**config.mk**
```make
export PLATFORM = sky130hd
export DESIGN_NAME = varint_length_newline_deframer_flat
export DESIGN_NICKNAME = d
export VERILOG_FILES = /design/src/rtl/vlnd_pkg.sv /design/src/rtl/vlnd_if.sv /design/src/rtl/varint_length_newline_deframer.sv /design/src/flat_wrapper.sv
export SDC_FILE = /design/constraint.sdc
export NUM_CORES = 1
export LEC_CHECK = 0
export BUFFER_PORTS_ARGS = -buffer_cell sky130_fd_sc_hd__buf_4
export CAP_MARGIN = 20
export CORE_MARGIN = 2
export CORE_UTILIZATION = 55
export DETAILED_ROUTE_END_ITERATION = 8
export PLACE_DENSITY_LB_ADDON = 0.2
export SYNTH_ARGS = -nofsm -noshare
export SYNTH_HDL_FRONTEND = slang
export SYNTH_SLANG_ARGS = --single-unit
```
**constraint.sdc**
```tcl
create_clock -name clk -period 9.8 [get_ports clk]
set_input_delay 1.96 -clock clk [delete_from_list [all_inputs] [get_ports clk]]
set_output_delay 1.96 -clock clk [all_outputs]
set_load 0.01 [all_outputs]
```
**src/rtl/vlnd_pkg.sv**
```systemverilog
// Package for the varint length newline deframer.
// Holds the phase and status codes and the fixed field widths and constants.
// No dependencies.
`default_nettype none

package vlnd_pkg;

  localparam int BYTE_W    = 8;
  localparam int CFG_W     = 16;
  localparam int MSG_LEN_W = 16;

  localparam logic [CFG_W-1:0]  MAX_LEN_RESET = 16'd1024;
  localparam logic [BYTE_W-1:0] NEWLINE_CHAR  = 8'h0A;
  localparam logic [BYTE_W-1:0] DATA_BITS     = 8'h7F;
  localparam logic [BYTE_W-1:0] CONT_BIT      = 8'h80;

  // One-hot deframer phase
  typedef enum logic [2:0] {
    PH_PREFIX  = 3'b001,
    PH_PAYLOAD = 3'b010,
    PH_HALTED  = 3'b100
  } phase_t;

  typedef enum logic [2:0] {
    ST_OK          = 3'd0,
    ST_ZERO        = 3'd1,
    ST_TOO_LONG    = 3'd2,
    ST_NO_NEWLINE  = 3'd3,
    ST_PREFIX_LONG = 3'd4
  } status_t;

endpackage

`default_nettype wire

```
**src/rtl/vlnd_if.sv**
```systemverilog
// Valid/ready channel interfaces of the deframer: raw byte in, result record out.
// Depends on vlnd_pkg for field widths and the status type.
`default_nettype none

interface vlnd_in_if;
  logic                         valid;
  logic                         ready;
  logic [vlnd_pkg::BYTE_W-1:0]  in_byte;

  modport source (output valid, output in_byte, input ready);
  modport sink   (input valid, input in_byte, output ready);
endinterface

interface vlnd_out_if;
  logic                           valid;
  logic                           ready;
  logic [vlnd_pkg::BYTE_W-1:0]    out_byte;
  logic                           is_payload;
  logic                           first_of_message;
  logic                           frame_end;
  vlnd_pkg::status_t              frame_status;
  logic [vlnd_pkg::MSG_LEN_W-1:0] message_length;

  modport source (output valid, output out_byte, output is_payload, output first_of_message,
                  output frame_end, output frame_status, output message_length,
                  input ready);
  modport sink   (input valid, input out_byte, input is_payload, input first_of_message,
                  input frame_end, input frame_status, input message_length,
                  output ready);
endinterface

`default_nettype wire

```
**src/rtl/varint_length_newline_deframer.sv**
```systemverilog
// Deframer for unsigned-LEB128 length-prefixed, newline-terminated messages.
// Depends on vlnd_pkg and the channel interfaces in vlnd_if.sv.
//
// Usage:
//   in_ch  carries one raw stream byte per item (valid/ready).
//   out_ch carries at most one result record per input byte: a payload byte
//          (first one of a message marked) or a frame-end record with status
//          and message length. Prefix bytes produce a record only on an error.
//   cfg_we/cfg_wdata write max_payload_len (newline included); write it only
//   while the block is idle. Reset value is 1024.
// Output: the record caused by a byte is registered and is valid on out_ch in the
//   cycle after the byte is accepted.
// Throughput: one byte per cycle unless out_ch stalls. Each byte is decoded by a
//   single pass of logic from the phase/length registers into the output register.
// Stall: a byte is accepted while the output register is empty or being
//   drained in the same cycle; when out_ch stalls with a record waiting,
//   in_ch.ready drops until it is taken.
// Reset: rst_n (synchronous, active low) returns to reading a length prefix
//   and empties the output register. Any error record halts the block: bytes
//   are still accepted but dropped until the next reset. Payload bytes leave
//   before the newline is checked, so drop a frame whose end status is an error.
`default_nettype none

module varint_length_newline_deframer #(
  parameter int LENGTH_WIDTH     = 16,
  parameter int MAX_PREFIX_BYTES = 10
) (
  input  wire logic                       clk,
  input  wire logic                       rst_n,
  vlnd_in_if.sink                         in_ch,
  vlnd_out_if.source                      out_ch,
  input  wire logic                       cfg_we,
  input  wire logic [vlnd_pkg::CFG_W-1:0] cfg_wdata
);

  localparam int LW     = LENGTH_WIDTH;
  localparam int CNT_W  = $clog2(MAX_PREFIX_BYTES + 1);
  localparam int SHF_W  = $clog2(7 * MAX_PREFIX_BYTES);
  localparam int GRP_W  = 7 * MAX_PREFIX_BYTES;
  localparam int PART_W = (GRP_W > LW) ? GRP_W : LW + 1;
  localparam int CMP_W  = (LW > vlnd_pkg::CFG_W) ? LW : vlnd_pkg::CFG_W;

  vlnd_pkg::phase_t            phase_r, phase_nxt;
  logic [LW-1:0]               accum_r, accum_nxt;
  logic                        too_big_r, too_big_nxt;
  logic [CNT_W-1:0]            cnt_r, cnt_nxt;
  logic [LW-1:0]               left_r, left_nxt;
  logic                        first_r, first_nxt;
  logic [vlnd_pkg::CFG_W-1:0]  max_len_r;

  logic                        out_valid_r;
  logic [vlnd_pkg::BYTE_W-1:0] out_byte_r, res_byte;
  logic                        out_pay_r, res_pay;
  logic                        out_first_r, res_first;
  logic                        out_end_r, res_end;
  vlnd_pkg::status_t           out_status_r, res_status;
  logic [vlnd_pkg::MSG_LEN_W-1:0] out_len_r, res_len;
  logic                        res_valid;

  logic                        in_acc;
  logic [vlnd_pkg::BYTE_W-1:0] in_b;
  logic [SHF_W-1:0]            shamt;
  logic [PART_W-1:0]           part;
  logic [LW-1:0]               acc_upd;
  logic                        big_upd;
  logic [CNT_W-1:0]            cnt_inc;
  logic [LW-1:0]               accum_m1;

  assign in_ch.ready = !out_valid_r || out_ch.ready;
  assign in_acc      = in_ch.valid && in_ch.ready;
  assign in_b        = in_ch.in_byte;

  // Place the 7 data bits of this prefix byte at their group position
  assign shamt    = SHF_W'(cnt_r) * SHF_W'(3'd7);
  assign part     = PART_W'(in_b & vlnd_pkg::DATA_BITS) << shamt;
  assign acc_upd  = accum_r | part[LW-1:0];
  assign big_upd  = too_big_r || (|part[PART_W-1:LW]);
  assign cnt_inc  = cnt_r + CNT_W'(1);
  assign accum_m1 = accum_r - LW'(1);

  always_comb begin
    phase_nxt   = phase_r;
    accum_nxt   = accum_r;
    too_big_nxt = too_big_r;
    cnt_nxt     = cnt_r;
    left_nxt    = left_r;
    first_nxt   = first_r;
    res_valid   = 1'b0;
    res_byte    = '0;
    res_pay     = 1'b0;
    res_first   = 1'b0;
    res_end     = 1'b0;
    res_status  = vlnd_pkg::ST_OK;
    res_len     = '0;
    if (in_acc) begin
      unique case (phase_r)
        vlnd_pkg::PH_PREFIX: begin
          accum_nxt   = acc_upd;
          too_big_nxt = big_upd;
          if ((in_b & vlnd_pkg::CONT_BIT) != '0) begin
            cnt_nxt = cnt_inc;
            if (cnt_inc >= CNT_W'(MAX_PREFIX_BYTES)) begin
              phase_nxt  = vlnd_pkg::PH_HALTED;
              res_valid  = 1'b1;
              res_end    = 1'b1;
              res_status = vlnd_pkg::ST_PREFIX_LONG;
            end
          end else if (big_upd || (CMP_W'(acc_upd) > CMP_W'(max_len_r))) begin
            phase_nxt  = vlnd_pkg::PH_HALTED;
            res_valid  = 1'b1;
            res_end    = 1'b1;
            res_status = vlnd_pkg::ST_TOO_LONG;
          end else if (acc_upd == '0) begin
            phase_nxt  = vlnd_pkg::PH_HALTED;
            res_valid  = 1'b1;
            res_end    = 1'b1;
            res_status = vlnd_pkg::ST_ZERO;
          end else begin
            left_nxt  = acc_upd;
            first_nxt = 1'b1;
            phase_nxt = vlnd_pkg::PH_PAYLOAD;
          end
        end
        vlnd_pkg::PH_PAYLOAD: begin
          if (left_r > LW'(1)) begin
            res_valid = 1'b1;
            res_byte  = in_b;
            res_pay   = 1'b1;
            res_first = first_r;
            first_nxt = 1'b0;
            left_nxt  = left_r - LW'(1);
          end else if (in_b != vlnd_pkg::NEWLINE_CHAR) begin
            phase_nxt  = vlnd_pkg::PH_HALTED;
            res_valid  = 1'b1;
            res_end    = 1'b1;
            res_status = vlnd_pkg::ST_NO_NEWLINE;
          end else begin
            res_valid   = 1'b1;
            res_end     = 1'b1;
            res_len     = vlnd_pkg::MSG_LEN_W'(accum_m1);
            // start over on the next prefix
            phase_nxt   = vlnd_pkg::PH_PREFIX;
            accum_nxt   = '0;
            too_big_nxt = 1'b0;
            cnt_nxt     = '0;
            left_nxt    = '0;
            first_nxt   = 1'b1;
          end
        end
        vlnd_pkg::PH_HALTED: begin
          // drop the byte
        end
        default: begin
          phase_nxt = vlnd_pkg::PH_HALTED;
        end
      endcase
    end
  end

  always_ff @(posedge clk) begin
    if (!rst_n) begin
      phase_r     <= vlnd_pkg::PH_PREFIX;
      accum_r     <= '0;
      too_big_r   <= 1'b0;
      cnt_r       <= '0;
      left_r      <= '0;
      first_r     <= 1'b1;
      max_len_r   <= vlnd_pkg::MAX_LEN_RESET;
      out_valid_r <= 1'b0;
    end else begin
      phase_r   <= phase_nxt;
      accum_r   <= accum_nxt;
      too_big_r <= too_big_nxt;
      cnt_r     <= cnt_nxt;
      left_r    <= left_nxt;
      first_r   <= first_nxt;
      if (cfg_we) begin
        max_len_r <= cfg_wdata;
      end
      if (in_acc) begin
        out_valid_r <= res_valid;
      end else if (out_ch.ready) begin
        out_valid_r <= 1'b0;
      end
    end
  end

  always_ff @(posedge clk) begin
    if (in_acc) begin
      out_byte_r   <= res_byte;
      out_pay_r    <= res_pay;
      out_first_r  <= res_first;
      out_end_r    <= res_end;
      out_status_r <= res_status;
      out_len_r    <= res_len;
    end
  end

  assign out_ch.valid            = out_valid_r;
  assign out_ch.out_byte         = out_byte_r;
  assign out_ch.is_payload       = out_pay_r;
  assign out_ch.first_of_message = out_first_r;
  assign out_ch.frame_end        = out_end_r;
  assign out_ch.frame_status     = out_status_r;
  assign out_ch.message_length   = out_len_r;

`ifndef SYNTH
  a_halt_sticky: assert property (@(posedge clk) disable iff (!rst_n)
    phase_r == vlnd_pkg::PH_HALTED |=> phase_r == vlnd_pkg::PH_HALTED)
    else $error("deframer left the halted phase without reset");

  a_no_spurious_result: assert property (@(posedge clk) disable iff (!rst_n)
    !in_acc && (!out_valid_r || out_ch.ready) |=> !out_valid_r)
    else $error("result appeared without an accepted byte");

  a_halted_silent: assert property (@(posedge clk) disable iff (!rst_n)
    phase_r == vlnd_pkg::PH_HALTED && !out_valid_r |=> !out_valid_r)
    else $error("result emitted while halted");

  a_prefix_count_range: assert property (@(posedge clk) disable iff (!rst_n)
    phase_r == vlnd_pkg::PH_PREFIX |-> cnt_r < CNT_W'(MAX_PREFIX_BYTES))
    else $error("prefix byte count out of range");
`endif

endmodule

`default_nettype wire
```
**src/flat_wrapper.sv**
```systemverilog
// flat-port wrapper written by rule: the top's interface ports become plain ports
module varint_length_newline_deframer_flat 
#(
  parameter int LENGTH_WIDTH     = 16,
  parameter int MAX_PREFIX_BYTES = 10
)
  (clk, rst_n, cfg_we, cfg_wdata, in_ch_valid, in_ch_in_byte, in_ch_ready, out_ch_valid, out_ch_out_byte, out_ch_is_payload, out_ch_first_of_message, out_ch_frame_end, out_ch_frame_status, out_ch_message_length, out_ch_ready);
  vlnd_in_if in_ch_i ();
  vlnd_out_if out_ch_i ();
  input  wire logic clk;
  input  wire logic rst_n;
  input  wire logic cfg_we;
  input  wire logic [vlnd_pkg::CFG_W-1:0] cfg_wdata;
  input wire logic [$bits(in_ch_i.valid)-1:0] in_ch_valid;
  input wire logic [$bits(in_ch_i.in_byte)-1:0] in_ch_in_byte;
  output wire logic [$bits(in_ch_i.ready)-1:0] in_ch_ready;
  output wire logic [$bits(out_ch_i.valid)-1:0] out_ch_valid;
  output wire logic [$bits(out_ch_i.out_byte)-1:0] out_ch_out_byte;
  output wire logic [$bits(out_ch_i.is_payload)-1:0] out_ch_is_payload;
  output wire logic [$bits(out_ch_i.first_of_message)-1:0] out_ch_first_of_message;
  output wire logic [$bits(out_ch_i.frame_end)-1:0] out_ch_frame_end;
  output wire logic [$bits(out_ch_i.frame_status)-1:0] out_ch_frame_status;
  output wire logic [$bits(out_ch_i.message_length)-1:0] out_ch_message_length;
  input wire logic [$bits(out_ch_i.ready)-1:0] out_ch_ready;
  assign in_ch_i.valid = in_ch_valid;
  assign in_ch_i.in_byte = in_ch_in_byte;
  assign in_ch_ready = in_ch_i.ready;
  assign out_ch_valid = out_ch_i.valid;
  assign out_ch_out_byte = out_ch_i.out_byte;
  assign out_ch_is_payload = out_ch_i.is_payload;
  assign out_ch_first_of_message = out_ch_i.first_of_message;
  assign out_ch_frame_end = out_ch_i.frame_end;
  assign out_ch_frame_status = out_ch_i.frame_status;
  assign out_ch_message_length = out_ch_i.message_length;
  assign out_ch_i.ready = out_ch_ready;
  varint_length_newline_deframer #(.LENGTH_WIDTH(LENGTH_WIDTH), .MAX_PREFIX_BYTES(MAX_PREFIX_BYTES)) u_core (.clk(clk), .rst_n(rst_n), .in_ch(in_ch_i), .out_ch(out_ch_i), .cfg_we(cfg_we), .cfg_wdata(cfg_wdata));
endmodule
```
## Word-level counts from Yosys, hierarchy flattened

Index checks and enable logic that the tools add are counted.

- Bits in registers: 88
- Input port bits: 29
- Output and inout bits: 32
- Word-level logic and storage cells: 97

- Add/sub/neg operators: 3
- $mul: 1
- $lt $le $gt $ge: 3
- Eq/ne operators: 12
- Shifts and indexed selects: 1
- Mux-type cells: 45
- Bitwise operators: 3
- Reduce and logical (&&, ||, !) cells: 15

Operators by type and width:

| operator | count |
|---|---|
| $mux W16 | 6 |
| $shl A7 B7 Y70 | 1 |
| $pmux W16 S2 | 2 |
| $reduce_or A54 Y1 | 1 |
| $sub A16 B1 Y16 const B | 2 |
| $mux W3 | 10 |
| $gt A16 B1 Y1 const B | 1 |
| $gt A16 B16 Y1 | 1 |
| $logic_not A16 Y1 | 1 |
| $mux W1 | 16 |
| $or A16 B16 Y16 | 1 |
| $mux W4 | 3 |
| $ne A2 B2 Y1 const B | 6 |
| $pmux W3 S3 | 1 |
| $ne A8 B4 Y1 const B | 1 |
| $pmux W1 S2 | 4 |
| $pmux W4 S2 | 1 |
| $reduce_and A4 Y1 | 2 |
| $mul A4 B3 Y7 const B | 1 |
| $ne A3 B2 Y1 const B | 2 |
| $pmux W3 S2 | 1 |
| $reduce_and A6 Y1 | 1 |
| $reduce_and A5 Y1 | 1 |
| $add A4 B1 Y4 const B | 1 |
| 12 further kinds | 16 |

## Depth between registers and ports, before layout

- Depth after elaboration: 9
- Depth in mapped cells: 13
- Mapped depth without buffers: 11

## Least setup slack after synthesis

No wires, ideal clock.

- Kind: input-to-reg
- Start: in out_ch_ready
- End: reg u_core.left_r[1]
- Arrival time: 4,396 ps
- Data required time: 9,678 ps
- Setup slack: 5,282 ps
- Cell stages on the path: 8
- Buffers on the path: 2
- Path through: nand2b_1 > and2_1 > clkbuf_1 > o21ai_0 > nor2b_1 > clkbuf_1 > nand2_1 > o311a_1

- Longest elaborated chain between the ends: 3

Ends and longest elaborated chain:

| element | line | RTL |
|---|---|---|
| start, declared | flat_wrapper.sv:24 | `input wire logic [$bits(out_ch_i.ready)-1:0] out_ch_ready;` |
| $logic_or A1 B1 Y1 | varint_length_newline_deframer.sv:69 | `assign in_ch.ready = !out_valid_r \|\| out_ch.ready;` |
| $logic_and A1 B1 Y1 | varint_length_newline_deframer.sv:70 | `assign in_acc = in_ch.valid && in_ch.ready;` |
| named net u_core.in_acc | varint_length_newline_deframer.sv:60 | `logic in_acc;` |
| $reduce_and A6 Y1 (no line) | - |  |
| end signal, assigned | varint_length_newline_deframer.sv:175 | `left_r <= left_nxt;` |
| end, declared | varint_length_newline_deframer.sv:47 | `logic [LW-1:0] left_r, left_nxt;` |

The timed path passes the listed nets, and every way through them passes these cells.
A chain may end at the register's enable or synchronous reset.

## Worst setup path after layout

- Start: in in_ch_in_byte[1]
- End: reg u_core.left_r[1]

- Longest elaborated chain between the ends: 6
- Elaborated cells on any way between the ends: 16
- Those cells by class: 1 x order compare; 4 x eq/ne; 1 x shift; 4 x mux; 1 x bitwise; 5 x reduce/logical

Ends and longest elaborated chain:

| element | line | RTL |
|---|---|---|
| start, declared | flat_wrapper.sv:15 | `input wire logic [$bits(in_ch_i.in_byte)-1:0] in_ch_in_byte;` |
| $shl A7 B7 Y70 | varint_length_newline_deframer.sv:75 | `assign part = PART_W'(in_b & vlnd_pkg::DATA_BITS) << shamt;` |
| $or A16 B16 Y16 or $reduce_or A54 Y1 (tied branches) | varint_length_newline_deframer.sv:76, varint_length_newline_deframer.sv:77 |  |
| $gt A16 B16 Y1, or another cell as far along | varint_length_newline_deframer.sv:108 | `end else if (big_upd \|\| (CMP_W'(acc_upd) > CMP_W'(max_len_r))) begin` |
| $logic_or A1 B1 Y1 or $mux W16 (tied branches) | varint_length_newline_deframer.sv:108 |  |
| $ne A2 B2 Y1 (no line) or $mux W16 (tied branches) | - |  |
| $reduce_and A6 Y1 (no line) or $pmux W16 S2 (tied branches) | - |  |

Parallel ways exist; a longest one is shown, timed or not. The select of a mux whose other input is x is not followed.

==> results.yml <==
yosys:
  syn-cell-area_um2: 4840
  async_flop_share_pct: 0
  synthesis.nets: 590
  synth-edff-count: 30
  yosys.area.top_type: "dfxtp_1"
  yosysUniqueCellTypes: 53
  netlist_instances: 540
  synth_compound_area_share_pct: 16.9
  synth-simple-area-share_pct: 21.4
  ys.flop_type: "dfxtp_1"
  seq_area_frac_synth_pct: 42.6
  synth_fa_ha_area_share_pct: 5.43
  synth.area.top_cells: "dfxtp_1, edfxtp_1, ha_1, nor2b_1, mux2i_1"
  synth_xor_area_share_pct: 3.44
  synth_top_family_by_area: "simple AND/OR/NAND/NOR gates"
  syn_area_per_cell_um2: 8.96
  synth_mux_area_share_pct: 4.55
  yosysWarnings: 0
  ys_ff_latch: 88
  synth_top_area_share_pct: 24.0
worst_setup_path:
  worstPathMaxFanout: 14
  cp_slowest_cell: "o311a_1"
  cp_common_cell: "a31oi_1"
  crit_required_ns: 10.05
  crit_buf_inv: 2
  crit_path_cell_trace: "buf_4 -> a31oi_1 -> inv_1 -> ha_1 -> nand4_1 -> nor2_1 -> a2111oi_0 -> a31oi_1 -> o21ai_0 -> nand2_1 -> o311a_1"
  critPathTopFamily: "compound AO/OA/AOI/OAI gates"
  crit_arrival_ns: 4.97
  path_class: "input port to flop"
  critPathMaxStageDelay_ns: 0.49
  cp-start-kind: "input port"
  end_kind: "flop"
global_route:
  grt_antenna_before_repair: 0
  grt.total_usage_pct: 25.3
  grt_pass1_wl_um: 19500
  grt_max_degree: 71
  grt_pass1_vias: 3995
  grt_overflow_total: 0
job:
  cap_violations: 0
detailed_routing:
  viasPerCell: 6.10
  first_iter_violations: 326
  detail-route-antenna-nets: 0
  drt-total-wl_um: 11900
  drc: 0
  first_pass_iters: 5
  wire_per_inst_um: 17.1
  vias: 4251
placement:
  dp.final_hpwl_um: 8690
  gp_congestion: 0.908
  port-buffer-count: 60
cells_and_area:
  nets: 634
  final_common_cell: "buf_4"
  mostFrequentLayoutCells: "buf_4, dfxtp_1, inv_1"
  fillers: 741
  diodes: 0
  finish.utilization_pct: 64.3
  area_growth_pct: 14.7
  multi_input_area_um2: 2500
  area.sequential_um2: 2060
  drive_gt1_share_pct: 14.8
clock_tree:
  postCtsResizedCells: 0
  clk_latency_ns: 0.37
  numCtsBuffers: 9
  htree_levels: 3
  holdBufCountCts: 0
  clk_path_buf_depth: 2
  cts_setup_buffers: 0
  cts_tree: "done"
  clk_pin_slew_ns: 0.08
  clkSinkCount: 88
  cts_root_buf: "clkbuf_8"
sta:
  fmax_mhz: 212
  period_needed_ns: 4.72
  slew_headroom_pct: 25.0
  fin_crit_sh_pct: 48.2
  drv_slew: 0
  grt_setup_unrepaired: "no"
  setup_tns_ns: 0
  setup_viol: 0
  final_hold_viol_count: 0
  worstMarginPinSlew_ns: 1.11
  fin_skew_ns: 0.0159
pwr:
  p_leak_uw: 0.00239
  power_density_nw_per_um2: 165
  p_total_uw: 916
  peakVddDrop_uv: 98.3
outcome:
  status: "completed"
die:
  dieArea_um2: 9570
  rows: 34
  core_area_um2: 8640
  start_util_pct: 56.1
  pin_count: 61
  dieWidth_um: 97.8
  die_height_um: 97.8
min_path:
  min_path_type: "flop to flop"
-- per-stage QoR --
stage	area (um^2)	setup slack (ns)	hold WS, ns	std cells
after global placement	5320	4.98	0.474	680
after floorplan	4840	5.28	0.454	540
after CTS	5550	5.23	0.500	696
after global routing	5550	4.94	0.534	697
after detailed placement	5320	4.86	0.485	680
final	5550	5.08	0.504	697
-- power by group --
part / internal, uW / switching (uW)
clock network: 150 / 133
logic: 90.2 / 129
registers: 396 / 18.4
total: 636 / 280
-- cell usage after synthesis (all sizes together), types with 3 or more instances --
cell type,instances
dfxtp,58
inv,41
nor2b,39
nand2,38
nor2,38
edfxtp,30
o21ai,30
clkbuf,28
a21oi,26
mux2i,22
ha,21
a22oi,16
and2,12
or4,12
xnor2,12
nor4,11
nor3,8
o211ai,8
nand3,7
nand4,7
o22ai,7
xor2,7
a31oi,6
nand2b,6
a21o,5
o31ai,4
o32ai,4
and3,3
nor3b,3
or2,3
or3,3
-- area by class of cell --
cell class,instances,share of cell area (%)
Multi-Input combinational cell,381,45.1
Inverter,41,2.77
Clock buffer,13,3.27
Tap cell,108,2.43
Timing Repair Buffer,63,8.47
Clock inverter,3,0.834
Sequential cell,88,37.1
-- path summary, 6_finish.rpt --
path,from,to,slack [ns],depth (start not counted)
min,u_core.max_len_r[10]$_SDFFE_PN1P_,u_core.max_len_r[10]$_SDFFE_PN1P_,0.50,2
max,in_ch_in_byte[1],u_core.left_r[1]$_SDFFE_PN0P_,5.08,11
max reg2reg,u_core.cnt_r[0]$_SDFFE_PN0P_,u_core.left_r[1]$_SDFFE_PN0P_,5.33,10
min reg2reg,u_core.max_len_r[10]$_SDFFE_PN1P_,u_core.max_len_r[10]$_SDFFE_PN1P_,0.50,2
-- cells by family (layout without fill, tap and decap cells) --
family / count (synthesis) / in the layout
and+or+nand+nor: 194 / 194
muxes: 22 / 22
AOI/OAI and AO/OA: 125 / 125
buffers and inverters: 71 / 120
DFF: 88 / 88
adders and majority gates: 21 / 21
xor gates and xnor gates: 19 / 19
-- routing by layer --
layer	vias to the layer above	track usage (%)	part of all wire, %
met2	181	41.7	48
li1	2022	-	-
met1	2032	34.3	44
met3	16	3.44	6.4
met4	0	9.40	1.6
met5	-	0	0
-- worst register-to-register path, stage by stage, from the launching register on --
cell and delay, ns:
dfxtp_1 0.55, nor4b_1 0.94, a21o_1 0.28, ha_1 0.26, a21o_1 0.17, a21o_1 0.17, a2111oi_0 0.45, a31oi_1 0.24
o21ai_0 0.34, nand2_1 0.46, o311a_1 0.49
-- flip-flops by register name (all words and copies together), names as in the netlist --
| register | flops |
|---|---|
| u_core.out_ch.out_byte | 8 |
| u_core.accum_r | 16 |
| u_core.out_ch.frame_end | 1 |
| u_core.left_r | 16 |
| u_core.out_ch.first_of_message | 1 |
| u_core.cnt_r | 4 |
| u_core.too_big_r | 1 |
| u_core.out_ch.is_payload | 1 |
| u_core.out_ch.valid | 1 |
| u_core.max_len_r | 16 |
| u_core.out_ch.message_length | 16 |
| u_core.first_r | 1 |
| u_core.out_ch.frame_status | 3 |
| u_core.phase_r | 3 |
No activity file was read; power rests on OpenSTA's default activity.
